--- config.mk ---
export PLATFORM = sky130hd
export DESIGN_NAME = calibrated_wall_clock
export DESIGN_NICKNAME = d
export VERILOG_FILES = /design/src/sv/cwc_pkg.sv /design/src/sv/calibrated_wall_clock.sv
export SDC_FILE = /design/constraint.sdc
export NUM_CORES = 2
export LEC_CHECK = 0
export BUFFER_PORTS_ARGS = -buffer_cell sky130_fd_sc_hd__buf_2
export CORE_MARGIN = 5
export CORE_UTILIZATION = 65
export DETAILED_ROUTE_END_ITERATION = 12
export PLACE_DENSITY = 0.83
export SLEW_MARGIN = 25
export SYNTH_ARGS = -nofsm -noshare
export SYNTH_HDL_FRONTEND = slang
export SYNTH_SLANG_ARGS = --single-unit
--- constraint.sdc ---
create_clock -name aclk -period 126.1 [get_ports aclk]
set_clock_uncertainty 0.2 [all_clocks]
set_input_delay 6.305 -clock aclk [delete_from_list [all_inputs] [get_ports aclk]]
set_output_delay 6.305 -clock aclk [all_outputs]
set_load 0.02 [all_outputs]
--- src/sv/cwc_pkg.sv ---
// Types and constants shared by the calibrated wall clock and its checker.
package cwc_pkg;

    typedef enum logic [1:0] {
        KIND_QUERY = 2'd0,
        KIND_SET   = 2'd1,
        KIND_SKEW  = 2'd2,
        KIND_BEGIN = 2'd3
    } kind_t;

    typedef enum logic [1:0] {
        SRC_UNSET     = 2'd0,
        SRC_ESTIMATED = 2'd1,
        SRC_USER      = 2'd2,
        SRC_NETWORK   = 2'd3
    } source_t;

    // Number of defined calibration sources; a source code must lie below it.
    localparam logic [4:0] SOURCE_COUNT = 5'd4;

    // Register indexes (byte address / 4).
    localparam logic [1:0] REG_SANE_MIN = 2'd0;
    localparam logic [1:0] REG_ROLLBACK = 2'd1;
    localparam logic [1:0] REG_RTC_EN   = 2'd2;

    localparam logic [31:0] SANE_MIN_RESET = 32'd1483228800;
    localparam logic [31:0] ROLLBACK_RESET = 32'd600;
    localparam logic [31:0] SEC_MAX        = 32'hFFFF_FFFF;

    // Skew stays within +/- (2^32 - 1).
    localparam logic signed [36:0] SKEW_HI = 37'sh0_FFFF_FFFF;
    localparam logic signed [36:0] SKEW_LO = -37'sh0_FFFF_FFFF;

    // ceil(2^30 / 125): exact quotient for any 23-bit dividend.
    localparam logic [23:0] RECIP_125 = 24'd8589935;
    localparam logic [22:0] DIV_125   = 23'd125;

    localparam int S_TDATA_W = 136;
    localparam int M_TDATA_W = 72;

    typedef struct packed {
        logic        pend;      // set whose rollback check waits for the divider
        logic        acc;       // set taken
        logic        rtc_ok;    // RTC reading trusted and sane
        logic [31:0] rtc;
        logic [31:0] epoch;
        logic [1:0]  src;
        logic [1:0]  cal;
        logic [33:0] skew;      // two's complement
        logic [31:0] base_sec;
        logic [63:0] up;
        logic [63:0] base_up;
    } item_t;

endpackage

--- src/sv/calibrated_wall_clock.sv ---
// Calibrated wall clock: millisecond counter extension, epoch tracking and skew.
//
// Input stream: s_tuser carries the operation (query, set epoch, add skew,
// begin), s_tdata the millisecond sample, RTC reading, epoch, source and skew.
// Every transfer in yields exactly one transfer out on the m_ channel with the
// current epoch seconds (skew applied, clamped), calibration state and the
// RTC write request of an accepted set.
// One item is taken per cycle while the receiver keeps up; a set epoch that
// needs its rollback check against the computed clock (calibrated, non-user
// source, RTC not trusted) holds the input until the divider pipeline resolves
// it and, if the check passes, writes the new base.
// Elapsed milliseconds are divided by 1000 as a shift by 3 and two
// reciprocal multiplies by 1/125, each in its own stage.
// Reset (aresetn low, synchronous) empties the pipeline, clears the clock
// state and loads the register defaults. When the receiver stalls, the whole
// pipeline holds; an empty input register takes one more item, then s_tready drops.
// Registers over APB: 0x0 sane epoch minimum, 0x4 rollback tolerance,
// 0x8 RTC enable. Write them only while the block is idle.
module calibrated_wall_clock (
    input  logic                           aclk,
    input  logic                           aresetn,
    input  logic                           s_tvalid,
    output logic                           s_tready,
    // ms_sample[31:0], rtc_seconds[63:32], epoch[95:64], source[97:96],
    // skew_delta[133:98], zero pad[135:134]
    input  logic [cwc_pkg::S_TDATA_W-1:0]  s_tdata,
    // kind[1:0]
    input  logic [1:0]                     s_tuser,
    output logic                           m_tvalid,
    input  logic                           m_tready,
    // now_seconds[31:0], cal_source[33:32], accepted[34], rtc_write[35],
    // rtc_value[67:36], zero pad[71:68]
    output logic [cwc_pkg::M_TDATA_W-1:0]  m_tdata,
    // time_valid[0]
    output logic [0:0]                     m_tuser,
    input  logic                           psel,
    input  logic                           penable,
    input  logic                           pwrite,
    input  logic [3:0]                     paddr,
    input  logic [31:0]                    pwdata,
    output logic [31:0]                    prdata,
    output logic                           pready
);

    // ---------------- configuration registers ----------------
    logic [31:0] sane_min_reg;
    logic [31:0] rollback_reg;
    logic        rtc_en_reg;

    assign pready = 1'b1;

    always_ff @(posedge aclk) begin
        if (!aresetn) begin
            sane_min_reg <= cwc_pkg::SANE_MIN_RESET;
            rollback_reg <= cwc_pkg::ROLLBACK_RESET;
            rtc_en_reg   <= 1'b1;
        end else if (psel && penable && pwrite && pready) begin
            case (paddr[3:2])
                cwc_pkg::REG_SANE_MIN: sane_min_reg <= pwdata;
                cwc_pkg::REG_ROLLBACK: rollback_reg <= pwdata;
                cwc_pkg::REG_RTC_EN:   rtc_en_reg   <= pwdata[0];
                default: ;
            endcase
        end
    end

    always_comb begin
        case (paddr[3:2])
            cwc_pkg::REG_SANE_MIN: prdata = sane_min_reg;
            cwc_pkg::REG_ROLLBACK: prdata = rollback_reg;
            cwc_pkg::REG_RTC_EN:   prdata = {31'd0, rtc_en_reg};
            default:               prdata = 32'd0;
        endcase
    end

    // ---------------- input register ----------------
    logic         s0_vld_reg;
    logic [133:0] s0_data_reg;
    logic [1:0]   s0_kind_reg;

    // ---------------- clock state ----------------
    logic [31:0] last_reg;
    logic [31:0] wrap_reg;
    logic [31:0] base_sec_reg;
    logic [63:0] base_up_reg;
    logic [33:0] skew_reg;
    logic [1:0]  cal_reg;
    logic        started_reg;
    logic        pend_reg;

    // ---------------- pipeline ----------------
    logic [7:1]       vld_reg;
    cwc_pkg::item_t   pipe_reg [1:7];
    logic             advance;
    logic             front_go;
    logic             wb_go;

    // Whole pipeline moves together; the output register parts the sides.
    logic        m_vld_reg;
    logic [67:0] m_data_reg;
    logic        m_time_valid_reg;

    assign advance  = !m_vld_reg || m_tready;
    // Hold new work while a set is still waiting on its rollback check.
    assign front_go = s0_vld_reg && !pend_reg && advance;
    assign s_tready = !s0_vld_reg || front_go;

    always_ff @(posedge aclk) begin
        if (!aresetn) begin
            s0_vld_reg <= 1'b0;
        end else if (s_tready) begin
            s0_vld_reg <= s_tvalid;
        end
    end

    always_ff @(posedge aclk) begin
        if (s_tvalid && s_tready) begin
            s0_data_reg <= s_tdata[133:0];
            s0_kind_reg <= s_tuser;
        end
    end

    // ---------------- front: sample, state update ----------------
    logic [31:0]        in_ms;
    logic [31:0]        in_rtc;
    logic [31:0]        in_ep;
    logic [1:0]         in_src;
    logic signed [35:0] in_skew;

    assign in_ms   = s0_data_reg[31:0];
    assign in_rtc  = s0_data_reg[63:32];
    assign in_ep   = s0_data_reg[95:64];
    assign in_src  = s0_data_reg[97:96];
    assign in_skew = $signed(s0_data_reg[133:98]);

    logic               restart;
    logic [31:0]        last_eff;
    logic [31:0]        wrap_eff;
    logic [1:0]         cal_eff;
    logic [33:0]        skew_eff;
    logic [31:0]        wrap_new;
    logic [63:0]        up;
    logic               rtc_ok;
    logic               set_ok;
    logic               check;
    logic [31:0]        rtc_gap;
    logic               rtc_fail;
    logic signed [36:0] skew_sum;
    logic signed [36:0] skew_sat;
    logic [1:0]         cal_new;
    logic [33:0]        skew_new;
    logic [31:0]        base_sec_new;
    logic [63:0]        base_up_new;
    logic               started_new;
    logic               pend;
    logic               acc;
    cwc_pkg::item_t     front_item;

    always_comb begin
        // A begin on a fresh clock clears the tracking state before sampling.
        restart  = (s0_kind_reg == cwc_pkg::KIND_BEGIN) && !started_reg;
        last_eff = restart ? 32'd0 : last_reg;
        wrap_eff = restart ? 32'd0 : wrap_reg;
        cal_eff  = restart ? cwc_pkg::SRC_UNSET : cal_reg;
        skew_eff = restart ? 34'd0 : skew_reg;

        // A sample below the previous one means exactly one counter wrap.
        wrap_new = (in_ms < last_eff) ? wrap_eff + 32'd1 : wrap_eff;
        up       = {wrap_new, in_ms};

        rtc_ok = rtc_en_reg && (in_rtc != 32'd0) && (in_rtc >= sane_min_reg);

        set_ok = (in_src != cwc_pkg::SRC_UNSET)
              && ({3'd0, in_src} < cwc_pkg::SOURCE_COUNT)
              && (in_ep >= sane_min_reg);
        check  = set_ok && (cal_eff != cwc_pkg::SRC_UNSET) && (in_src != cwc_pkg::SRC_USER);
        // With a trusted RTC the current clock is the reading itself.
        rtc_gap  = in_rtc - in_ep;
        rtc_fail = (in_ep < in_rtc) && (rtc_gap > rollback_reg);

        skew_sum = $signed({{3{skew_eff[33]}}, skew_eff}) + $signed({in_skew[35], in_skew});
        if (skew_sum > cwc_pkg::SKEW_HI) begin
            skew_sat = cwc_pkg::SKEW_HI;
        end else if (skew_sum < cwc_pkg::SKEW_LO) begin
            skew_sat = cwc_pkg::SKEW_LO;
        end else begin
            skew_sat = skew_sum;
        end

        cal_new      = cal_eff;
        skew_new     = skew_eff;
        base_sec_new = base_sec_reg;
        base_up_new  = base_up_reg;
        started_new  = started_reg;
        pend         = 1'b0;
        acc          = 1'b0;

        case (s0_kind_reg)
            cwc_pkg::KIND_QUERY: begin
                if (cal_eff == cwc_pkg::SRC_UNSET && rtc_ok) begin
                    cal_new = cwc_pkg::SRC_ESTIMATED;
                end
            end
            cwc_pkg::KIND_SET: begin
                if (check && !rtc_ok) begin
                    pend = 1'b1;
                end else if (set_ok && !(check && rtc_fail)) begin
                    acc          = 1'b1;
                    base_sec_new = in_ep;
                    base_up_new  = up;
                    cal_new      = in_src;
                end
            end
            cwc_pkg::KIND_SKEW: begin
                skew_new = skew_sat[33:0];
            end
            cwc_pkg::KIND_BEGIN: begin
                if (restart) begin
                    base_sec_new = (in_ep >= sane_min_reg) ? in_ep : 32'd0;
                    base_up_new  = up;
                    started_new  = 1'b1;
                end
                if (cal_eff == cwc_pkg::SRC_UNSET && rtc_ok) begin
                    cal_new = cwc_pkg::SRC_ESTIMATED;
                end
            end
            default: ;
        endcase

        front_item.pend     = pend;
        front_item.acc      = acc;
        front_item.rtc_ok   = rtc_ok;
        front_item.rtc      = in_rtc;
        front_item.epoch    = in_ep;
        front_item.src      = in_src;
        front_item.cal      = cal_new;
        front_item.skew     = skew_new;
        front_item.base_sec = base_sec_new;
        front_item.up       = up;
        front_item.base_up  = base_up_new;
    end

    // ---------------- stage 6: late rollback decision ----------------
    logic [31:0]    base6_reg;
    logic [31:0]    cur_gap;
    logic           cur_fail;
    logic           s6_take;
    cwc_pkg::item_t s6_item;
    logic [31:0]    val6;

    always_comb begin
        cur_gap  = base6_reg - pipe_reg[6].epoch;
        cur_fail = (pipe_reg[6].epoch < base6_reg) && (cur_gap > rollback_reg);
        s6_take  = pipe_reg[6].pend && !cur_fail;
        s6_item  = pipe_reg[6];
        val6     = base6_reg;
        if (s6_take) begin
            s6_item.acc = 1'b1;
            s6_item.cal = pipe_reg[6].src;
            val6        = pipe_reg[6].epoch;
        end
    end

    assign wb_go = advance && vld_reg[6] && pipe_reg[6].pend;

    // Advance the clock state at the front; write back a late-decided set.
    always_ff @(posedge aclk) begin
        if (!aresetn) begin
            last_reg     <= 32'd0;
            wrap_reg     <= 32'd0;
            base_sec_reg <= 32'd0;
            base_up_reg  <= 64'd0;
            skew_reg     <= 34'd0;
            cal_reg      <= cwc_pkg::SRC_UNSET;
            started_reg  <= 1'b0;
            pend_reg     <= 1'b0;
        end else if (front_go) begin
            last_reg     <= in_ms;
            wrap_reg     <= wrap_new;
            base_sec_reg <= base_sec_new;
            base_up_reg  <= base_up_new;
            skew_reg     <= skew_new;
            cal_reg      <= cal_new;
            started_reg  <= started_new;
            pend_reg     <= pend;
        end else if (wb_go) begin
            pend_reg <= 1'b0;
            if (s6_take) begin
                base_sec_reg <= pipe_reg[6].epoch;
                base_up_reg  <= pipe_reg[6].up;
                cal_reg      <= pipe_reg[6].src;
            end
        end
    end

    // ---------------- divider stages ----------------
    // elapsed / 1000 = (elapsed >> 3) / 125, split as a high and a low part.
    logic [63:0] elapsed;
    logic [22:0] hi2_reg;
    logic [15:0] lo2_reg;
    logic        sat2_reg;
    logic [46:0] p1_3_reg;
    logic [22:0] hi3_reg;
    logic [15:0] lo3_reg;
    logic        sat3_reg;
    logic [16:0] q1;
    logic [22:0] r1_full;
    logic [16:0] q1_4_reg;
    logic [22:0] y4_reg;
    logic        sat4_reg;
    logic [46:0] p2_5_reg;
    logic [16:0] q1_5_reg;
    logic        sat5_reg;
    logic [15:0] q2;
    logic [33:0] base_sum;
    logic [31:0] base5;
    logic [31:0] val7_reg;

    assign elapsed = pipe_reg[1].up - pipe_reg[1].base_up;
    assign q1      = p1_3_reg[46:30];
    assign r1_full = hi3_reg - {6'd0, q1} * cwc_pkg::DIV_125;
    assign q2      = p2_5_reg[45:30];
    assign base_sum = {2'd0, pipe_reg[5].base_sec} + {1'b0, q1_5_reg, q2};

    always_comb begin
        if (pipe_reg[5].rtc_ok) begin
            base5 = pipe_reg[5].rtc;
        end else if (sat5_reg || base_sum[33:32] != 2'd0) begin
            base5 = cwc_pkg::SEC_MAX;
        end else begin
            base5 = base_sum[31:0];
        end
    end

    always_ff @(posedge aclk) begin
        if (!aresetn) begin
            vld_reg <= '0;
        end else if (advance) begin
            vld_reg <= {vld_reg[6:1], front_go};
        end
    end

    always_ff @(posedge aclk) begin
        if (advance) begin
            pipe_reg[1] <= front_item;
            pipe_reg[2] <= pipe_reg[1];
            pipe_reg[3] <= pipe_reg[2];
            pipe_reg[4] <= pipe_reg[3];
            pipe_reg[5] <= pipe_reg[4];
            pipe_reg[6] <= pipe_reg[5];
            pipe_reg[7] <= s6_item;

            // Anything at or past 2^42 ms saturates the 32-bit epoch anyway.
            sat2_reg <= elapsed[63:42] != 22'd0;
            hi2_reg  <= elapsed[41:19];
            lo2_reg  <= elapsed[18:3];

            p1_3_reg <= {24'd0, hi2_reg} * {23'd0, cwc_pkg::RECIP_125};
            hi3_reg  <= hi2_reg;
            lo3_reg  <= lo2_reg;
            sat3_reg <= sat2_reg;

            q1_4_reg <= q1;
            y4_reg   <= {r1_full[6:0], lo3_reg};
            sat4_reg <= sat3_reg;

            p2_5_reg <= {24'd0, y4_reg} * {23'd0, cwc_pkg::RECIP_125};
            q1_5_reg <= q1_4_reg;
            sat5_reg <= sat4_reg;

            base6_reg <= base5;
            val7_reg  <= val6;
        end
    end

    // ---------------- stage 7: skew and clamp into output register ----------------
    logic signed [34:0] now_sum;
    logic [31:0]        now_sec;

    always_comb begin
        now_sum = $signed({3'd0, val7_reg}) + $signed({pipe_reg[7].skew[33], pipe_reg[7].skew});
        if (now_sum[34]) begin
            now_sec = 32'd0;
        end else if (now_sum[33:32] != 2'd0) begin
            now_sec = cwc_pkg::SEC_MAX;
        end else begin
            now_sec = now_sum[31:0];
        end
    end

    always_ff @(posedge aclk) begin
        if (!aresetn) begin
            m_vld_reg <= 1'b0;
        end else if (advance) begin
            m_vld_reg <= vld_reg[7];
        end
    end

    always_ff @(posedge aclk) begin
        if (advance) begin
            m_data_reg <= {pipe_reg[7].acc ? pipe_reg[7].epoch : 32'd0,
                           pipe_reg[7].acc,
                           pipe_reg[7].acc,
                           pipe_reg[7].cal,
                           now_sec};
            m_time_valid_reg <= (pipe_reg[7].cal != cwc_pkg::SRC_UNSET) || pipe_reg[7].rtc_ok;
        end
    end

    assign m_tvalid = m_vld_reg;
    assign m_tdata  = {4'd0, m_data_reg};
    assign m_tuser  = m_time_valid_reg;

endmodule

After elaboration in Yosys (flattened, before gate mapping). Memory sizes are Yosys's and may differ from the RTL's. Cells that the tools add are included.

Flip-flop bits (word level): 756. RAM bits: 1855. Input port bits: 181. Output and inout port bits: 108. Memories: 1.

$add $sub $neg: 8. Multipliers: 3. Order comparisons: 9. Equality and inequality tests: 6. Multiplexer cells: 46. Reductions and logical operators: 49.

Memories: pipe_reg (words 7, bits a word 265, read ports 7, clocked after Yosys merged registers in 0, wr ports 7, RTL line calibrated_wall_clock.sv:93) `cwc_pkg::item_t pipe_reg [1:7];`.

Operators by type and width (count): $mux W32 (14); $mux W64 (6); $mux W34 (4); $pmux W64 S2 (1); $lt A32 B32 Y1 (3); $pmux W32 S3 (1); $ge A32 B32 Y1 (2); $gt A32 B32 Y1 (2); $pmux W32 S2 (1); $sub A32 B32 Y32 (2); $sub A64 B64 Y64 (1); $mul A23 B24 Y47 const B (1); $mul A23 B24 Y46 const B (1); $add A34 B36 Y37 (1); $gt A37 B33 Y1 const B (1); $lt A37 B33 Y1 const B (1); $add A33 B34 Y35 (1); $add A32 B33 Y34 (1); $add A32 B1 Y32 const B (1); $reduce_bool A32 Y1 (1); $reduce_bool A22 Y1 (1); $logic_and A1 B1 Y1 (20); $mul A17 B7 Y7 const B (1); $mux W2 (8); 13 further kinds (45).

Depth between registers and ports, before layout.
Depth after elaboration: 13. Mapped depth: 29.

Worst setup path before layout. No wires, ideal clock.

Path kind: input -> output. From: in m_tready. To: out s_tready. Arrival time: 47.802 ns. Required time: 119.595 ns. Setup slack: 71.793 ns. Stages: 6. Path through: nor2b_1 -> clkbuf_1 -> clkinv_1 -> nand3b_1 -> clkbuf_1 -> nand2_1.

Word-level cells in the longest chain between the ends: 3.

Ends and longest elaborated chain: start: declaration (RTL line calibrated_wall_clock.sv:30) `input logic m_tready,`; $logic_or A1 B1 Y1 (RTL line calibrated_wall_clock.sv:103) `assign advance = !m_vld_reg || m_tready;`; $logic_and A1 B1 Y1 (RTL line calibrated_wall_clock.sv:105) `assign front_go = s0_vld_reg && !pend_reg && advance;`; $logic_or A1 B1 Y1 (RTL line calibrated_wall_clock.sv:106) `assign s_tready = !s0_vld_reg || front_go;`; end: declaration (RTL line calibrated_wall_clock.sv:23) `output logic s_tready,`.

No other way between the ends.

Worst setup path in the final report. Ends and elaborated chain as after synthesis.

==> results_tabular.tex <==
\begin{tabular}{lr}
\hline
Metric & Value \\
\hline
\multicolumn{2}{l}{\textbf{Yosys}} \\
\quad Sequential area share after synthesis & 56.3\% \\
\quad Cell types with the largest area share after synthesis & sky130\_fd\_sc\_hd\_\_edfxtp\_1 51\%, sky130\_fd\_sc\_hd\_\_ha\_1 11\%, sky130\_fd\_sc\_hd\_\_fa\_1 6.4\% \\
\quad Largest area contributor in the synthesized netlist & sky130\_fd\_sc\_hd\_\_edfxtp\_1 \\
\quad Leading cell type by number of instances after synthesis & sky130\_fd\_sc\_hd\_\_edfxtp\_1 \\
\quad Post-Synthesis Mean Instance Area & 12.6 um2 \\
\quad Summed instance area of the synthesized netlist & 0.100 mm2 \\
\quad Commonest register cell after synthesis & sky130\_fd\_sc\_hd\_\_edfxtp\_1 \\
\quad Post-synthesis async set-or-reset flop share & 0\% \\
\quad Syn Inst Count & 7974 \\
\quad Count of unique library cells instantiated by Yosys & 107 \\
\quad Count of flip-flops with a built-in enable after synthesis & 1700 \\
\quad Yosys top cell area share & between 50\% and 60\% \\
\quad Flip-flop and latch count after synthesis & 1972 \\
\quad Count of warnings emitted by yosys & 0 \\
\quad Most numerous cell types in the synthesized netlist & 1700 x sky130\_fd\_sc\_hd\_\_edfxtp\_1, 880 x sky130\_fd\_sc\_hd\_\_ha\_1, 875 x sky130\_fd\_sc\_hd\_\_inv\_1, 603 x sky130\_fd\_sc\_hd\_\_nand2\_1, 547 x sky130\_fd\_sc\_hd\_\_a21oi\_1 \\
\multicolumn{2}{l}{\textbf{Clocking}} \\
\quad Clock root buffer & sky130\_fd\_sc\_hd\_\_clkbuf\_16 \\
\quad CTS tree & built \\
\quad Clock buffers created by TritonCTS & 189 \\
\quad Maximum count of clock buffers along a single path & 3 \\
\quad Total number of H-tree levels & 4 \\
\quad Number of post-CTS setup repair buffers & 0 \\
\quad Clock edge transition at the registers on the reported setup and hold paths & 0.07 ns \\
\quad Number of buffers added to fix hold violations after cts & 0 \\
\quad Clock Sink Count & 1972 \\
\quad Worst skew pair latency & 0.87 ns \\
\quad Resized Gates After CTS & 0 \\
\multicolumn{2}{l}{\textbf{Route}} \\
\quad Vias after detailed routing & 65800 \\
\quad Via density per instance & approximately 6.3 \\
\quad Total wire length after detailed routing & 265000 um \\
\quad Total iterations of the first detailed-routing run & 6 \\
\quad DRC violations left & 0 \\
\quad Detailed Route Iter0 Violations & around 8000 \\
\quad Wire length per cell after detailed routing & 25.3 um \\
\quad Residual antenna-violating net count after detailed routing & 0 \\
\multicolumn{2}{l}{\textbf{GRT}} \\
\quad Number of global-route vias before repair & 65800 \\
\quad Wire length of the first global-routing pass & 396000 um \\
\quad Pin count of the biggest net entering global routing & 210 \\
\quad Total overflow reported by the global router & 0 \\
\quad Overall routing resource usage & around 32\% \\
\quad Antenna violations before repair & 31 \\
\multicolumn{2}{l}{\textbf{STA}} \\
\quad Hold Fails Final Rpt & 0 \\
\quad Max-slew violation count & 0 \\
\quad Remaining max-slew budget at the tightest pin & 24.1\% \\
\quad Pin slew with the least headroom to its limit & 1.14 ns \\
\quad Final critical-path required period & between 10 and 15 ns \\
\quad Count of endpoints failing setup in the final report & 0 \\
\quad RSZ-0062 raised after global routing & no \\
\quad Final clock period utilization by the worst path & 11.7\% \\
\quad Maximum clock frequency & 0.0677 GHz \\
\quad Setup TNS Final & 0 ns \\
\multicolumn{2}{l}{\textbf{Die}} \\
\quad Die height & between 400 and 500 um \\
\quad Total Die Area & approximately 0.16 mm2 \\
\quad Starting density of the core & 65.2\% \\
\quad Number of rows created at floorplan & 144 \\
\quad I/O pin total & 289 \\
\quad Die span in x & 403 um \\
\quad Core footprint & $\sim$0.15 mm2 \\
\multicolumn{2}{l}{\textbf{Critical path}} \\
\quad Critical path startpoint category & input pin \\
\quad CP Class & input pin to output pin \\
\quad Crit path DAT & 8.27 ns \\
\quad Worst setup EP type & output pin \\
\quad CP max FO & 116 \\
\quad Data required time at the worst endpoint & 119.59 ns \\
\multicolumn{2}{l}{\textbf{Final layout}} \\
\quad Area growth syn-to-layout & 10.1\% \\
\quad Layout cells sized above 1 & 8.94\% \\
\quad FILL cells & between 9000 and 10000 \\
\quad Final layout net count & 9648 \\
\quad Flip-flop count of the largest register, all copies and words added & 1276 \\
\multicolumn{2}{l}{\textbf{Placed design}} \\
\quad Detailed placement HPWL & between 150000 and 200000 um \\
\quad RD Place Congestion & 0.943 \\
\quad IO Port Bufs & about 280 \\
\multicolumn{2}{l}{\textbf{Job}} \\
\quad Total of max-cap violations & 0 \\
\multicolumn{2}{l}{\textbf{Hold path}} \\
\quad Worst hold path type & flip-flop to flip-flop \\
\multicolumn{2}{l}{\textbf{Status}} \\
\quad Status & complete, no violations \\
\hline
\end{tabular}
[cells by family after synthesis]
family / after synthesis / share of synthesized area, %
and+or+nand+nor: 1634 / 7.73
buffers and inverters: 1126 / 4.31
adders and majority gates: 1203 / 17.4
xor gates and xnor gates: 239 / 2.10
AOI/OAI and AO/OA: 1664 / 10.8
muxes: 134 / 1.38
other: 2 / 0.00748
DFF: 1972 / 56.3
[metrics by stage]
step / cell area [um2] / hold slack (ns) / worst slack [ns] / instances / util (%)
final: 111000 / 0.183 / 111.33 / 10500 / 71.9
after CTS: 110000 / 0.174 / 111.37 / 10500 / 71.8
after global routing: 111000 / 0.188 / 111.22 / 10500 / 71.8
after global placement: 104000 / 0.200 / 111.47 / 10100 / 67.6
after detailed placement: 104000 / 0.205 / 111.39 / 10100 / 67.6
after floorplan: 100000 / 0.200 / 71.79 / 7977 / -
[placed cells by master (no fill, tap or decap), types with 74 or more instances in the layout]
cell type and n:
sky130_fd_sc_hd__buf_2 278, sky130_fd_sc_hd__nand4_1 77, sky130_fd_sc_hd__nand2_1 603, sky130_fd_sc_hd__nand3_1 169, sky130_fd_sc_hd__and2_1 93, sky130_fd_sc_hd__o21a_1 109
sky130_fd_sc_hd__inv_1 875, sky130_fd_sc_hd__nor2b_1 74, sky130_fd_sc_hd__xnor2_1 154, sky130_fd_sc_hd__xor2_1 84, sky130_fd_sc_hd__nor3_1 77, sky130_fd_sc_hd__a21oi_1 547
sky130_fd_sc_hd__edfxtp_1 1700, sky130_fd_sc_hd__o21ai_0 266, sky130_fd_sc_hd__dfxtp_1 272, sky130_fd_sc_hd__mux2i_1 98, sky130_fd_sc_hd__clkbuf_16 192, sky130_fd_sc_hd__nor2_1 321
sky130_fd_sc_hd__ha_1 879, sky130_fd_sc_hd__a21o_1 209, sky130_fd_sc_hd__fa_1 323
[worst paths after layout]
path                    startpoint          endpoint  slack, ns  depth (start not counted)
setup / recovery          m_tready          s_tready     111.33                          6
hold / removal    pipe_reg[0][404]  pipe_reg[0][669]       0.18                          0
setup reg to reg        y4_reg[20]      p2_5_reg[45]     117.71                         24
hold reg to reg   pipe_reg[0][404]  pipe_reg[0][669]       0.18                          0
[layout make-up]
cell class | instances | area [um2] | area share (%)
clock buffer | 256 | 5230 | 4.73
inverter | 877 | 3310 | 2.99
tap | 2044 | 2560 | 2.31
antenna | 22 | 55.1 | 0.0498
multi-input combinational | 4879 | 39700 | 35.9
sequential | 1972 | 56500 | 51.1
timing repair buffer | 345 | 2030 | 1.84
clock inverter | 101 | 1190 | 1.07
[layer usage]
layer	GRT usage, %	share of wire (%)	vias to the layer above
met5	0	0.024	-
met4	14.4	4.9	8
met3	7.16	10	672
met2	49.6	45	3384
met1	44.9	40	32400
li1	-	-	29400
[worst max-delay path: stages]
cell and delay [ns]:
sky130_fd_sc_hd__buf_2 0.11, sky130_fd_sc_hd__nor2b_1 0.77, sky130_fd_sc_hd__inv_8 0.48, sky130_fd_sc_hd__nand3b_1 0.29, sky130_fd_sc_hd__nand2_1 0.09, sky130_fd_sc_hd__buf_2 0.16
Power is left out: the tool's default activity adds up to more than one toggle a clock period on the data nets, which glitch-free logic cannot reach.
